[config.mk]
export PLATFORM = sky130hd
export DESIGN_NAME = ipv4_fragment_header_generator
export DESIGN_NICKNAME = d
export VERILOG_FILES = /design/src/rtl/core/ifhg_pkg.sv /design/src/rtl/core/ifhg_front.sv /design/src/rtl/core/ifhg_queue.sv /design/src/rtl/core/ifhg_back.sv /design/src/rtl/core/ipv4_fragment_header_generator.sv
export SDC_FILE = /design/constraint.sdc
export NUM_CORES = 1
export LEC_CHECK = 0
export ABC_CLOCK_PERIOD_IN_PS = 10700
export BUFFER_PORTS_ARGS = -buffer_cell sky130_fd_sc_hd__buf_2
export CORE_MARGIN = 8
export CORE_UTILIZATION = 30
export DETAILED_ROUTE_END_ITERATION = 8
export MAX_ROUTING_LAYER = met4
export SLEW_MARGIN = 10
export SYNTH_ARGS = -nofsm -noshare
export SYNTH_HDL_FRONTEND = slang
export SYNTH_SLANG_ARGS = --single-unit
[constraint.sdc]
create_clock -name clk -period 10.7 [get_ports clk]
set_input_delay 1.605 -clock clk [delete_from_list [all_inputs] [get_ports clk]]
set_output_delay 1.605 -clock clk [all_outputs]
set_load 0.02 [all_outputs]
[src/rtl/core/ifhg_pkg.sv]
// ============================================================================
// ifhg_pkg
// Shared types and constants for the IPv4 fragment header generator.
// ============================================================================
package ifhg_pkg;

    // Fixed header contents
    localparam logic [15:0] VER_IHL_TOS  = 16'h4ffe;
    localparam logic [7:0]  TTL_DEFAULT  = 8'd64;
    localparam logic [15:0] MF_FLAG      = 16'h2000;
    localparam logic [13:0] HDR_BYTES    = 14'd60;
    localparam int          MAX_FRAGS    = 64;
    localparam int          FRAG_CNT_W   = $clog2(MAX_FRAGS);

    // Configuration register indexes
    localparam logic [1:0]  CFG_SRC_ADDR = 2'd0;
    localparam logic [1:0]  CFG_DST_ADDR = 2'd1;
    localparam logic [1:0]  CFG_PROTOCOL = 2'd2;

    // One queued datagram request
    typedef struct packed {
        logic [15:0] len;
        logic [15:0] id;
    } dgram_t;

    // One finished fragment header
    typedef struct packed {
        logic [13:0] fragment_length;
        logic [13:0] ip_total_len;
        logic        more_fragments;
        logic [12:0] offset_units;
        logic [15:0] datagram_id;
        logic [15:0] header_checksum;
        logic        last;
    } frag_hdr_t;

    // Queue status seen by the producer and consumer
    typedef struct packed {
        logic full;
        logic empty;
    } q_status_t;

    typedef enum logic [0:0] {
        ST_IDLE,
        ST_RUN
    } back_state_t;

endpackage

[src/rtl/core/ifhg_front.sv]
// ============================================================================
// ifhg_front
// Accepts datagram requests, assigns the identification value and queues
// every request that carries a nonzero payload.
// ============================================================================
module ifhg_front
(
    input  logic                clk,
    input  logic                rst_n,
    input  logic                in_valid,
    output logic                in_ready,
    input  logic [15:0]         payload_length,
    input  ifhg_pkg::q_status_t q_status,
    output logic                push,
    output ifhg_pkg::dgram_t    push_data
);

    logic [15:0] packet_counter_reg;
    logic [15:0] packet_counter_next;
    logic        accept;

    assign in_ready = !q_status.full;
    assign accept   = in_valid && in_ready;

    // An empty datagram still consumes an id but produces no fragments.
    assign push           = accept && (payload_length != 16'd0);
    assign push_data.len  = payload_length;
    assign push_data.id   = packet_counter_reg;

    always_comb
    begin
        packet_counter_next = packet_counter_reg;
        if (accept)
        begin
            packet_counter_next = packet_counter_reg + 16'd1;
        end
    end

    always_ff @(posedge clk or negedge rst_n)
    begin
        if (!rst_n)
        begin
            packet_counter_reg <= 16'd0;
        end
        else
        begin
            packet_counter_reg <= packet_counter_next;
        end
    end

endmodule

[src/rtl/core/ifhg_queue.sv]
// ============================================================================
// ifhg_queue
// Two-entry request queue between the front and back sections.
// ============================================================================
module ifhg_queue
(
    input  logic                clk,
    input  logic                rst_n,
    input  logic                push,
    input  ifhg_pkg::dgram_t    push_data,
    input  logic                pop,
    output ifhg_pkg::dgram_t    pop_data,
    output ifhg_pkg::q_status_t status
);

    ifhg_pkg::dgram_t entry_reg [2];
    logic       wr_ptr_reg;
    logic       wr_ptr_next;
    logic       rd_ptr_reg;
    logic       rd_ptr_next;
    logic [1:0] count_reg;
    logic [1:0] count_next;

    assign status.full  = (count_reg == 2'd2);
    assign status.empty = (count_reg == 2'd0);
    assign pop_data     = entry_reg[rd_ptr_reg];

    always_comb
    begin
        wr_ptr_next = wr_ptr_reg;
        rd_ptr_next = rd_ptr_reg;
        count_next  = count_reg;
        if (push)
        begin
            wr_ptr_next = !wr_ptr_reg;
        end
        if (pop)
        begin
            rd_ptr_next = !rd_ptr_reg;
        end
        if (push && !pop)
        begin
            count_next = count_reg + 2'd1;
        end
        else if (pop && !push)
        begin
            count_next = count_reg - 2'd1;
        end
    end

    always_ff @(posedge clk)
    begin
        if (push)
        begin
            entry_reg[wr_ptr_reg] <= push_data;
        end
    end

    always_ff @(posedge clk or negedge rst_n)
    begin
        if (!rst_n)
        begin
            wr_ptr_reg <= 1'b0;
            rd_ptr_reg <= 1'b0;
            count_reg  <= 2'd0;
        end
        else
        begin
            wr_ptr_reg <= wr_ptr_next;
            rd_ptr_reg <= rd_ptr_next;
            count_reg  <= count_next;
        end
    end

endmodule

[src/rtl/core/ifhg_back.sv]
// ============================================================================
// ifhg_back
// Walks one queued datagram a fragment per cycle, unless out_ready stalls the
// output, and builds each header, including its checksum, into the output register.
// ============================================================================
module ifhg_back
#(
    parameter int FRAGMENT_PAYLOAD = 1480
)
(
    input  logic                 clk,
    input  logic                 rst_n,
    input  logic [31:0]          src_addr,
    input  logic [31:0]          dst_addr,
    input  logic [7:0]           protocol,
    input  ifhg_pkg::q_status_t  q_status,
    input  ifhg_pkg::dgram_t     pop_data,
    output logic                 pop,
    output logic                 out_valid,
    input  logic                 out_ready,
    output ifhg_pkg::frag_hdr_t  out_hdr
);

    localparam logic [15:0] STEP = 16'(FRAGMENT_PAYLOAD);

    ifhg_pkg::back_state_t state_reg;
    ifhg_pkg::back_state_t state_next;

    logic [15:0] remaining_reg;
    logic [15:0] remaining_next;
    logic [15:0] offset_reg;
    logic [15:0] offset_next;
    logic [15:0] id_reg;
    logic [15:0] id_next;
    logic [ifhg_pkg::FRAG_CNT_W-1:0] frag_cnt_reg;
    logic [ifhg_pkg::FRAG_CNT_W-1:0] frag_cnt_next;
    logic [18:0] base_sum_reg;
    logic [18:0] base_sum_next;
    logic        out_valid_reg;
    logic        out_valid_next;
    ifhg_pkg::frag_hdr_t hdr_reg;
    ifhg_pkg::frag_hdr_t hdr_next;

    logic        slot_free;
    logic        emit;
    logic        more;
    logic [13:0] frag_len;
    logic [13:0] tot_len;
    logic [15:0] flags_off;
    logic [20:0] sum_full;
    logic [16:0] sum_fold1;
    logic [15:0] sum_fold2;
    logic        is_last;

    // Configuration must only be changed by the user while idle, which the block does
    // not enforce, so the registered constant part of the header sum can trail it.
    assign base_sum_next = 19'(ifhg_pkg::VER_IHL_TOS)
                         + 19'({ifhg_pkg::TTL_DEFAULT, protocol})
                         + 19'(src_addr[31:16]) + 19'(src_addr[15:0])
                         + 19'(dst_addr[31:16]) + 19'(dst_addr[15:0]);

    assign slot_free = !out_valid_reg || out_ready;
    assign emit      = (state_reg == ifhg_pkg::ST_RUN) && slot_free;

    assign more      = remaining_reg > STEP;
    assign frag_len  = more ? STEP[13:0] : remaining_reg[13:0];
    assign tot_len   = frag_len + ifhg_pkg::HDR_BYTES;
    assign flags_off = (more ? ifhg_pkg::MF_FLAG : 16'd0) | {3'd0, offset_reg[15:3]};
    assign is_last   = !more
                     || (frag_cnt_reg == ifhg_pkg::FRAG_CNT_W'(ifhg_pkg::MAX_FRAGS - 1));

    // Two end-around carry folds bring the sum back to 16 bits.
    assign sum_full  = 21'(base_sum_reg) + 21'({2'd0, tot_len}) + 21'(id_reg)
                     + 21'(flags_off);
    assign sum_fold1 = 17'(sum_full[15:0]) + 17'(sum_full[20:16]);
    assign sum_fold2 = sum_fold1[15:0] + 16'(sum_fold1[16]);

    // Next state
    always_comb
    begin
        state_next = state_reg;
        case (state_reg)
            ifhg_pkg::ST_IDLE:
            begin
                if (!q_status.empty)
                begin
                    state_next = ifhg_pkg::ST_RUN;
                end
            end
            ifhg_pkg::ST_RUN:
            begin
                if (emit && is_last)
                begin
                    state_next = ifhg_pkg::ST_IDLE;
                end
            end
            default:
            begin
                state_next = ifhg_pkg::ST_IDLE;
            end
        endcase
    end

    // Outputs and datapath
    always_comb
    begin
        pop            = 1'b0;
        remaining_next = remaining_reg;
        offset_next    = offset_reg;
        id_next        = id_reg;
        frag_cnt_next  = frag_cnt_reg;
        out_valid_next = out_valid_reg && !out_ready;
        hdr_next       = hdr_reg;
        case (state_reg)
            ifhg_pkg::ST_IDLE:
            begin
                if (!q_status.empty)
                begin
                    pop            = 1'b1;
                    remaining_next = pop_data.len;
                    offset_next    = 16'd0;
                    id_next        = pop_data.id;
                    frag_cnt_next  = '0;
                end
            end
            ifhg_pkg::ST_RUN:
            begin
                if (emit)
                begin
                    remaining_next           = remaining_reg - 16'(frag_len);
                    offset_next              = offset_reg + 16'(frag_len);
                    frag_cnt_next            = frag_cnt_reg + ifhg_pkg::FRAG_CNT_W'(1);
                    out_valid_next           = 1'b1;
                    hdr_next.fragment_length = frag_len;
                    hdr_next.ip_total_len    = tot_len;
                    hdr_next.more_fragments  = more;
                    hdr_next.offset_units    = offset_reg[15:3];
                    hdr_next.datagram_id     = id_reg;
                    hdr_next.header_checksum = ~sum_fold2;
                    hdr_next.last            = is_last;
                end
            end
            default:
            begin
                pop = 1'b0;
            end
        endcase
    end

    assign out_valid = out_valid_reg;
    assign out_hdr   = hdr_reg;

    always_ff @(posedge clk)
    begin
        remaining_reg <= remaining_next;
        offset_reg    <= offset_next;
        id_reg        <= id_next;
        frag_cnt_reg  <= frag_cnt_next;
        base_sum_reg  <= base_sum_next;
        hdr_reg       <= hdr_next;
    end

    always_ff @(posedge clk or negedge rst_n)
    begin
        if (!rst_n)
        begin
            state_reg     <= ifhg_pkg::ST_IDLE;
            out_valid_reg <= 1'b0;
        end
        else
        begin
            state_reg     <= state_next;
            out_valid_reg <= out_valid_next;
        end
    end

endmodule

[src/rtl/core/ipv4_fragment_header_generator.sv]
// Path: an accepted request is queued, loaded into the fragment walker, then built
// into the output header register. Throughput: one fragment header per cycle while
// the output is not stalled by out_ready, plus an idle state per datagram to load it
// from the request queue into the fragment walker; empty requests are never queued.
// Reset: asynchronous, active low; clears the id counter, the queue, the walker
// state, the output valid flag and the configuration registers.
// ============================================================================
// ipv4_fragment_header_generator
// Splits each datagram request into fragments and emits the IPv4 header
// fields and checksum for every fragment.
// ============================================================================
module ipv4_fragment_header_generator
#(
    parameter int FRAGMENT_PAYLOAD = 1480
)
(
    input  logic        clk,
    input  logic        rst_n,
    input  logic        cfg_we,
    input  logic [1:0]  cfg_index,
    input  logic [31:0] cfg_data,
    input  logic        in_valid,
    output logic        in_ready,
    input  logic [15:0] payload_length,
    output logic        out_valid,
    input  logic        out_ready,
    output logic [13:0] fragment_length,
    output logic [13:0] ip_total_len,
    output logic        more_fragments,
    output logic [12:0] offset_units,
    output logic [15:0] datagram_id,
    output logic [15:0] header_checksum,
    output logic        last
);

    logic [31:0] src_addr_reg;
    logic [31:0] dst_addr_reg;
    logic [7:0]  protocol_reg;

    ifhg_pkg::q_status_t q_status;
    ifhg_pkg::dgram_t    push_data;
    ifhg_pkg::dgram_t    pop_data;
    ifhg_pkg::frag_hdr_t out_hdr;
    logic                push;
    logic                pop;

    always_ff @(posedge clk or negedge rst_n)
    begin
        if (!rst_n)
        begin
            src_addr_reg <= 32'd0;
            dst_addr_reg <= 32'd0;
            protocol_reg <= 8'd0;
        end
        else if (cfg_we)
        begin
            case (cfg_index)
                ifhg_pkg::CFG_SRC_ADDR: src_addr_reg <= cfg_data;
                ifhg_pkg::CFG_DST_ADDR: dst_addr_reg <= cfg_data;
                ifhg_pkg::CFG_PROTOCOL: protocol_reg <= cfg_data[7:0];
                default:                protocol_reg <= protocol_reg;
            endcase
        end
    end

    ifhg_front u_front
    (
        .clk            (clk),
        .rst_n          (rst_n),
        .in_valid       (in_valid),
        .in_ready       (in_ready),
        .payload_length (payload_length),
        .q_status       (q_status),
        .push           (push),
        .push_data      (push_data)
    );

    ifhg_queue u_queue
    (
        .clk       (clk),
        .rst_n     (rst_n),
        .push      (push),
        .push_data (push_data),
        .pop       (pop),
        .pop_data  (pop_data),
        .status    (q_status)
    );

    ifhg_back #(
        .FRAGMENT_PAYLOAD (FRAGMENT_PAYLOAD)
    ) u_back
    (
        .clk       (clk),
        .rst_n     (rst_n),
        .src_addr  (src_addr_reg),
        .dst_addr  (dst_addr_reg),
        .protocol  (protocol_reg),
        .q_status  (q_status),
        .pop_data  (pop_data),
        .pop       (pop),
        .out_valid (out_valid),
        .out_ready (out_ready),
        .out_hdr   (out_hdr)
    );

    assign fragment_length = out_hdr.fragment_length;
    assign ip_total_len    = out_hdr.ip_total_len;
    assign more_fragments  = out_hdr.more_fragments;
    assign offset_units    = out_hdr.offset_units;
    assign datagram_id     = out_hdr.datagram_id;
    assign header_checksum = out_hdr.header_checksum;
    assign last            = out_hdr.last;

    a_no_overflow: assert property (@(posedge clk) disable iff (!rst_n)
        !(push && q_status.full && !pop))
        else $error("request queue written while full");

    a_no_underflow: assert property (@(posedge clk) disable iff (!rst_n)
        pop |-> !q_status.empty)
        else $error("request queue read while empty");

    a_nonzero_frag: assert property (@(posedge clk) disable iff (!rst_n)
        out_valid |-> (fragment_length != 14'd0))
        else $error("empty fragment emitted");

    a_total_len: assert property (@(posedge clk) disable iff (!rst_n)
        out_valid |-> (ip_total_len == fragment_length + ifhg_pkg::HDR_BYTES))
        else $error("total length does not match fragment length");

    a_last_frag: assert property (@(posedge clk) disable iff (!rst_n)
        (out_valid && !more_fragments) |-> last)
        else $error("final fragment not marked last");

endmodule

# [Word level (Yosys, flattened, before mapping)]
# Memory sizes are Yosys's and may differ from the RTL's.
# Index checks and enable logic that the tools add are counted.
[classes] n_eq_ne=6 bitwise_logic=4 n_reduce_logical=27 addsub=17 mux=21 order_cmp=1
[ops] op="adder 19 x 16 -> 19 bit" n=4
[ops] op="2-to-1 mux 16 bit" n=4
[ops] op="one-hot mux 16 bit (2 select lines)" n=2
[ops] op="adder 21 x 16 -> 21 bit" n=2
[ops] op="2-to-1 mux 14 bit" n=2
[ops] op="adder 19 x 14 -> 20 bit" n=1
[ops] op="adder 16 x 5 -> 17 bit" n=1
[ops] op="adder 15 x 15 -> 16 bit (first input constant)" n=1
[ops] op="adder 16 x 1 -> 16 bit" n=1
[ops] op="adder 16 x 1 -> 16 bit (second input constant)" n=1
[ops] op="adder 16 x 14 -> 16 bit" n=1
[ops] op="> comparator 16 x 11 -> 1 bit (second input constant)" n=1
[ops] op="NOT 16 bit" n=1
[ops] op="bitwise OR 16 x 13 -> 16 bit" n=1
[ops] op="nonzero test 16 bit" n=1
[ops] op="subtractor 16 x 14 -> 16 bit" n=1
[ops] op="adder 14 x 6 -> 14 bit (second input constant)" n=1
[ops] op="2-to-1 mux 6 bit" n=2
[ops] op="one-hot mux 6 bit (2 select lines)" n=1
[ops] op="AND reduction 2 bit" n=6
[ops] op="zero test 1 bit" n=8
[ops] op="logical AND 1 bit" n=7
[ops] op="2-to-1 mux 1 bit" n=7
[ops] op="adder 6 x 1 -> 6 bit (second input constant)" n=1
[ops] op="12 further kinds" n=18
[word_totals] wordCells=98 memories=1 output_inout_bits=77 register_bits=242 mem_bits_rw=64 in_bits=55
[mem_list] memory="u_queue.entry_reg" depth=2 word_bits=32 rd=1 rd_clocked_by_memory_dff=0 write_ports=1 line_no="ifhg_queue.sv:16" source="ifhg_pkg::dgram_t entry_reg [2];"

# [Logic depth before layout (Yosys ltp)]
[logic_depth] depth_word=9 depth_mapped=46 mapped_depth_nobuf=44

# [Hierarchy]
# A second synthesis with hierarchy kept.
[unflattened] hier_cells=1318 hier_area_um2=16618.4
[by_module_without_submodules] module="ifhg_back" cells_each=969 area_each_um2=10372.4 n_inst=1 seq_area_each_um2=4244.1
[by_module_without_submodules] module="ipv4_fragment_header_generator" cells_each=153 area_each_um2=2713.9 n_inst=1 seq_area_each_um2=1801.7
[by_module_without_submodules] module="ifhg_queue" cells_each=116 area_each_um2=2648.8 n_inst=1 seq_area_each_um2=2021.9
[by_module_without_submodules] module="ifhg_front" cells_each=80 area_each_um2=883.3 n_inst=1 seq_area_each_um2=400.4

# [Worst setup path after synthesis]
# No wires, ideal clock.
[synth_path] path_type="register to register" from="reg u_back.remaining_reg[11]" to="reg u_back.hdr_reg (netlist bit u_back.out_hdr[7]), data pin" required_ns=10.435 setup_time_ns=0.265 path_buffers=1 path_stages_with_launch=40 arrival_ns=9.132 synth_period_minus_slack_ns=9.397 setup_slack_ns=1.303 path_cell_list="edfxtp_1 -> or4_1 -> nor2_1 -> and2_1 -> clkbuf_1 -> nand2_1 -> inv_1 -> ha_1 -> a21o_1 -> a21oi_1 -> o21bai_1 -> a2111oi_0 -> o31ai_1 -> a211oi_1 -> nor2_1 -> xnor2_1 -> fa_1 -> inv_1 -> [... 4 more ...] -> a21oi_1 -> xor2_1 -> inv_1 -> fa_1 -> nor2b_1 -> o31a_1 -> or2_2 -> or4b_4 -> and4bb_4 -> nand2_1 -> nor3_1 -> ha_1 -> ha_1 -> and2_1 -> nand3_1 -> or3b_2 -> o21ai_0 -> xor2_1"
[synth_via] elab_chain_cells=9 elab_cells_between_ends=11 cone_classes="add/sub (6); order compare (1); mux (2); bitwise (2)"
[synth_rtl] element="start: declaration" line_no="ifhg_back.sv:29" source="logic [15:0] remaining_reg;"
[synth_rtl] element="start signal: assignment" line_no="ifhg_back.sv:155" source="remaining_reg <= remaining_next;"
[synth_rtl] element="> comparator 16 x 11 -> 1 bit" line_no="ifhg_back.sv:65" source="assign more = remaining_reg > STEP;"
[synth_rtl] element="2-to-1 mux 14 bit" line_no="ifhg_back.sv:66" source="assign frag_len = more ? STEP[13:0] : remaining_reg[13:0];"
[synth_rtl] element="via u_back.frag_len[1]" line_no="ifhg_back.sv:47" source="logic [13:0] frag_len;"
[synth_rtl] element="adder 14 x 6 -> 14 bit" line_no="ifhg_back.sv:67" source="assign tot_len = frag_len + ifhg_pkg::HDR_BYTES;"
[synth_rtl] element="adder 19 x 14 -> 20 bit" line_no="ifhg_back.sv:73" source="assign sum_full = 21'(base_sum_reg) + 21'({2'd0, tot_len}) + 21'(id_reg)"
[synth_rtl] element="adder 21 x 16 -> 21 bit" line_no="ifhg_back.sv:73"
[synth_rtl] element="adder 21 x 16 -> 21 bit" line_no="ifhg_back.sv:74" source="+ 21'(flags_off);"
[synth_rtl] element="adder 16 x 5 -> 17 bit" line_no="ifhg_back.sv:75" source="assign sum_fold1 = 17'(sum_full[15:0]) + 17'(sum_full[20:16]);"
[synth_rtl] element="adder 16 x 1 -> 16 bit" line_no="ifhg_back.sv:76" source="assign sum_fold2 = sum_fold1[15:0] + 16'(sum_fold1[16]);"
[synth_rtl] element="NOT 16 bit" line_no="ifhg_back.sv:139" source="hdr_next.header_checksum = ~sum_fold2;"
[synth_rtl] element="end signal: assignment" line_no="ifhg_back.sv:160" source="hdr_reg <= hdr_next;"
[synth_rtl] element="end: declaration" line_no="ifhg_back.sv:41" source="ifhg_pkg::frag_hdr_t hdr_reg;"
# The timed path passes the listed nets, and every way through them passes these cells.
# A chain may end at the register's enable or synchronous reset.

# [Final worst setup path]
[layout_path] from="reg u_back.remaining_reg[11]" to="reg u_back.hdr_reg (netlist bit u_back.out_hdr[7]), data pin"
[layout_via] elab_chain_cells=9 elab_cells_between_ends=11 cone_classes="add/sub (6); order compare (1); mux (2); bitwise (2)"
[layout_rtl] element="> comparator 16 x 11 -> 1 bit" line_no="ifhg_back.sv:65"
[layout_rtl] element="2-to-1 mux 14 bit" line_no="ifhg_back.sv:66"
[layout_rtl] element="adder 14 x 6 -> 14 bit" line_no="ifhg_back.sv:67"
[layout_rtl] element="via u_back.tot_len[8]" line_no="ifhg_back.sv:48" source="logic [13:0] tot_len;"
[layout_rtl] element="adder 19 x 14 -> 20 bit" line_no="ifhg_back.sv:73"
[layout_rtl] element="adder 21 x 16 -> 21 bit" line_no="ifhg_back.sv:73"
[layout_rtl] element="adder 21 x 16 -> 21 bit" line_no="ifhg_back.sv:74"
[layout_rtl] element="adder 16 x 5 -> 17 bit" line_no="ifhg_back.sv:75"
[layout_rtl] element="adder 16 x 1 -> 16 bit" line_no="ifhg_back.sv:76"
[layout_rtl] element="NOT 16 bit" line_no="ifhg_back.sv:139"
# The timed path passes the listed nets, and every way through them passes these cells.

==> metrics.txt <==
Synth async-reset ratio 30.9%; CORE AREA 53700 sq um; Critical Path Max Stage Delay 620 ps; initial DRC count 461; min Tclk post-route 9880 ps; CP arrival 10150 ps; largest net degree at the start of global routing 64; Max Cap Viol 0; root buf cell clkbuf_16; GRT Residual Overflow 0; fin nets 1682; Max FO, Critical Path 17; mean post-synth cell area 12.4 sq um; CTS Sinks 304; Largest register FFs 73; CP Depth 41; CP most frequent cell ha_1; fraction of layout cells with a size suffix above 1 19.5%; r2r endpoint u_back.out_hdr[7]; Crit path max-delay family simple AND/OR/NAND/NOR gates; status finished, final reports clean; CTS Buffer Depth 3; Initial Util 30.2%; Worst Path Buf+Inv 5; Max Fclk 101 MHz; # setup viols final 0; crit end category register; IO Pins 132; CP max-delay cell or4_1; Least-Margin Pin Slew 977 ps; port buffer count 131; YS warnings 0; die area 61800 sq um; CTS tree done; Slew Viols, Final 0; top post-synthesis cells by area edfxtp_1 35%, dfrtp_1 14%, fa_1 7.6%; Reg2Reg Depth 41; overall die width 249 um; period utilisation layout 92.3%; largest area contributor in the netlist edfxtp_1; vias per cell 4.60; Post-synth EDFFs 191; antenna-violating nets left 0; sequential share of the synthesized area 52.2%; DP HPWL 28.1 mm; CP Launch Type register; reg2reg setup slack 820 ps; Worst setup startpoint u_back.remaining_reg[11]; Relative slew margins 33.9%; Syn Inst Count 1313; later-pin clock latency in the skew report 520 ps; Pre-Repair DR Iteration Count 5; met2 Use GR 19.9%; RSZ-0062 raised after global routing no; Critical Path End u_back.out_hdr[7]; skew final 13.2 ps; FF-to-FF Start u_back.remaining_reg[11]; Netlist cell types 73; vias in the first global route 10509; met3 Use GR 2.17%; first-pass GRT wire length 58.5 mm; setup tns final 0 ps; #FFs+latches synth 304; GRT Total Usage 12.0%; clk slew on worst S/H paths 60 ps; CTS Buf Count 34; post-synth top area share 35.3%; Hold WC Path Type reg2reg; worst path required time 10970 ps; endpoints failing hold 0; # rows 85; Die H 249 um; Primary FF master, synth edfxtp_1; area delta synth->final 16.4%; vias 10151; routed wire length 37.3 mm; Crit Path Class reg2reg; H-Tree Depth 2; met1 usage 14.5%; grt peak-use layer met2; Mapped Area 16200 sq um; WL/cell 16.9 um; global placer's final weighted congestion 0.837; DRC 0; initial antenna violation count 4
## cells in the mapped netlist, types with 6 or more instances
cell type and instances:
edfxtp_1 191, inv_1 131, dfrtp_1 94, ha_1 85
nand2_1 74, mux2_2 71, xnor2_1 70, o21ai_0 65
fa_1 62, a21oi_1 58, nor2_1 56, xor2_1 41
nand3_1 23, and2_1 21, clkbuf_1 19, dfxtp_1 19
a21o_1 18, nor3_1 18, nor2b_1 15, mux2i_1 13
and3_1 12, a211oi_1 10, a31oi_1 9, nand2b_1 9
or3_1 9, o211ai_1 7, o21a_1 7, nor4_1 6
o31ai_1 6
## layer usage
| layer | routed length [um] | part of all wire, % | vias to the layer above |
|---|---|---|---|
| met5 | 0 | 0 | - |
| met2 | 18100 | 49 | 188 |
| met1 | 16200 | 43 | 4921 |
| met4 | 1420 | 3.8 | 0 |
| li1 | - | - | 4973 |
| met3 | 1550 | 4.2 | 69 |
## layout by cell type, fill, tap and decap left out, types with 10 or more instances in the layout
cell type  instances
nand2_1           74
buf_2            130
and2_1            20
nor2b_1           15
nor3_1            18
xor2_1            41
nor2_1            55
ha_1              85
inv_1            130
o21ai_0           65
and3_1            12
clkbuf_16         34
mux2i_1           13
fa_1              62
conb_1            15
a211oi_1          10
edfxtp_1         191
nand3_1           23
buf_4             14
a21oi_1           57
dfxtp_1           19
xnor2_1           70
dfrtp_1           94
mux2_2            71
a21o_1            18
## worst register-to-register path, delay by kind of cell, from the launching register on
family / cells / cell delay, ps
AND/OR/NAND/NOR: 14 / 3550
AO/OA/AOI/OAI: 12 / 2280
adder cells (fa/ha/maj): 6 / 1990
XOR/XNOR: 4 / 790
buffers and inverters: 5 / 580
flip-flops: 1 / 460
## repair_timing
action,4_1_cts,5_1_grt
buffers inserted,0,0
setup endpoints to repair,0,6
gates resized for setup,0,8
hold buffers,0,0
## kinds of logic after synthesis
family | count (synthesis) | share of synthesized area (%)
DFF | 304 | 52.2
and+or+nand+nor | 280 | 9.02
AOI/OAI and AO/OA | 226 | 8.96
buffers and inverters | 157 | 3.70
adders and majority gates | 147 | 14.2
xor gates and xnor gates | 113 | 6.19
muxes | 84 | 5.73
other | 2 | 0.0463
## worst min-delay path by stage
| stage | cells after the start | start | end |
|---|---|---|---|
| final | 0 | u_back.offset_reg[14] | u_back.out_hdr[44] |
| after global routing | 0 | u_back.offset_reg[14] | u_back.out_hdr[44] |
| after CTS | 0 | u_back.offset_reg[14] | u_back.out_hdr[44] |
| after detailed placement | 0 | u_back.offset_reg[14] | u_back.out_hdr[44] |
| after global placement | 0 | u_back.offset_reg[14] | u_back.out_hdr[44] |
| after floorplan | 0 | u_back.id_reg[0] | u_back.out_hdr[17] |
## cell type report
type / instances / area (sq um)
multi-input combinational: 865 / 7250
timing repair buffer: 144 / 756
sequential: 304 / 8470
clock buffer: 46 / 926
antenna: 3 / 7.51
fill: 5254 / 34800
clock inverter: 16 / 125
inverter: 131 / 493
tap: 696 / 871
## stage by stage
step	cell area [sq um]	utilization, %	std cells	worst slack (ps)	hold WS [ps]
after floorplan	16300	-	1326	1300	426
after global placement	17800	33.2	2140	692	441
after detailed placement	17800	33.2	2140	458	449
after CTS	18900	35.1	2202	431	462
after global routing	18900	35.2	2205	53.5	473
final	18900	35.2	2205	821	457
Power is left out: the tool's default activity adds up to more than one toggle a clock period on the data nets, which glitch-free logic cannot reach.
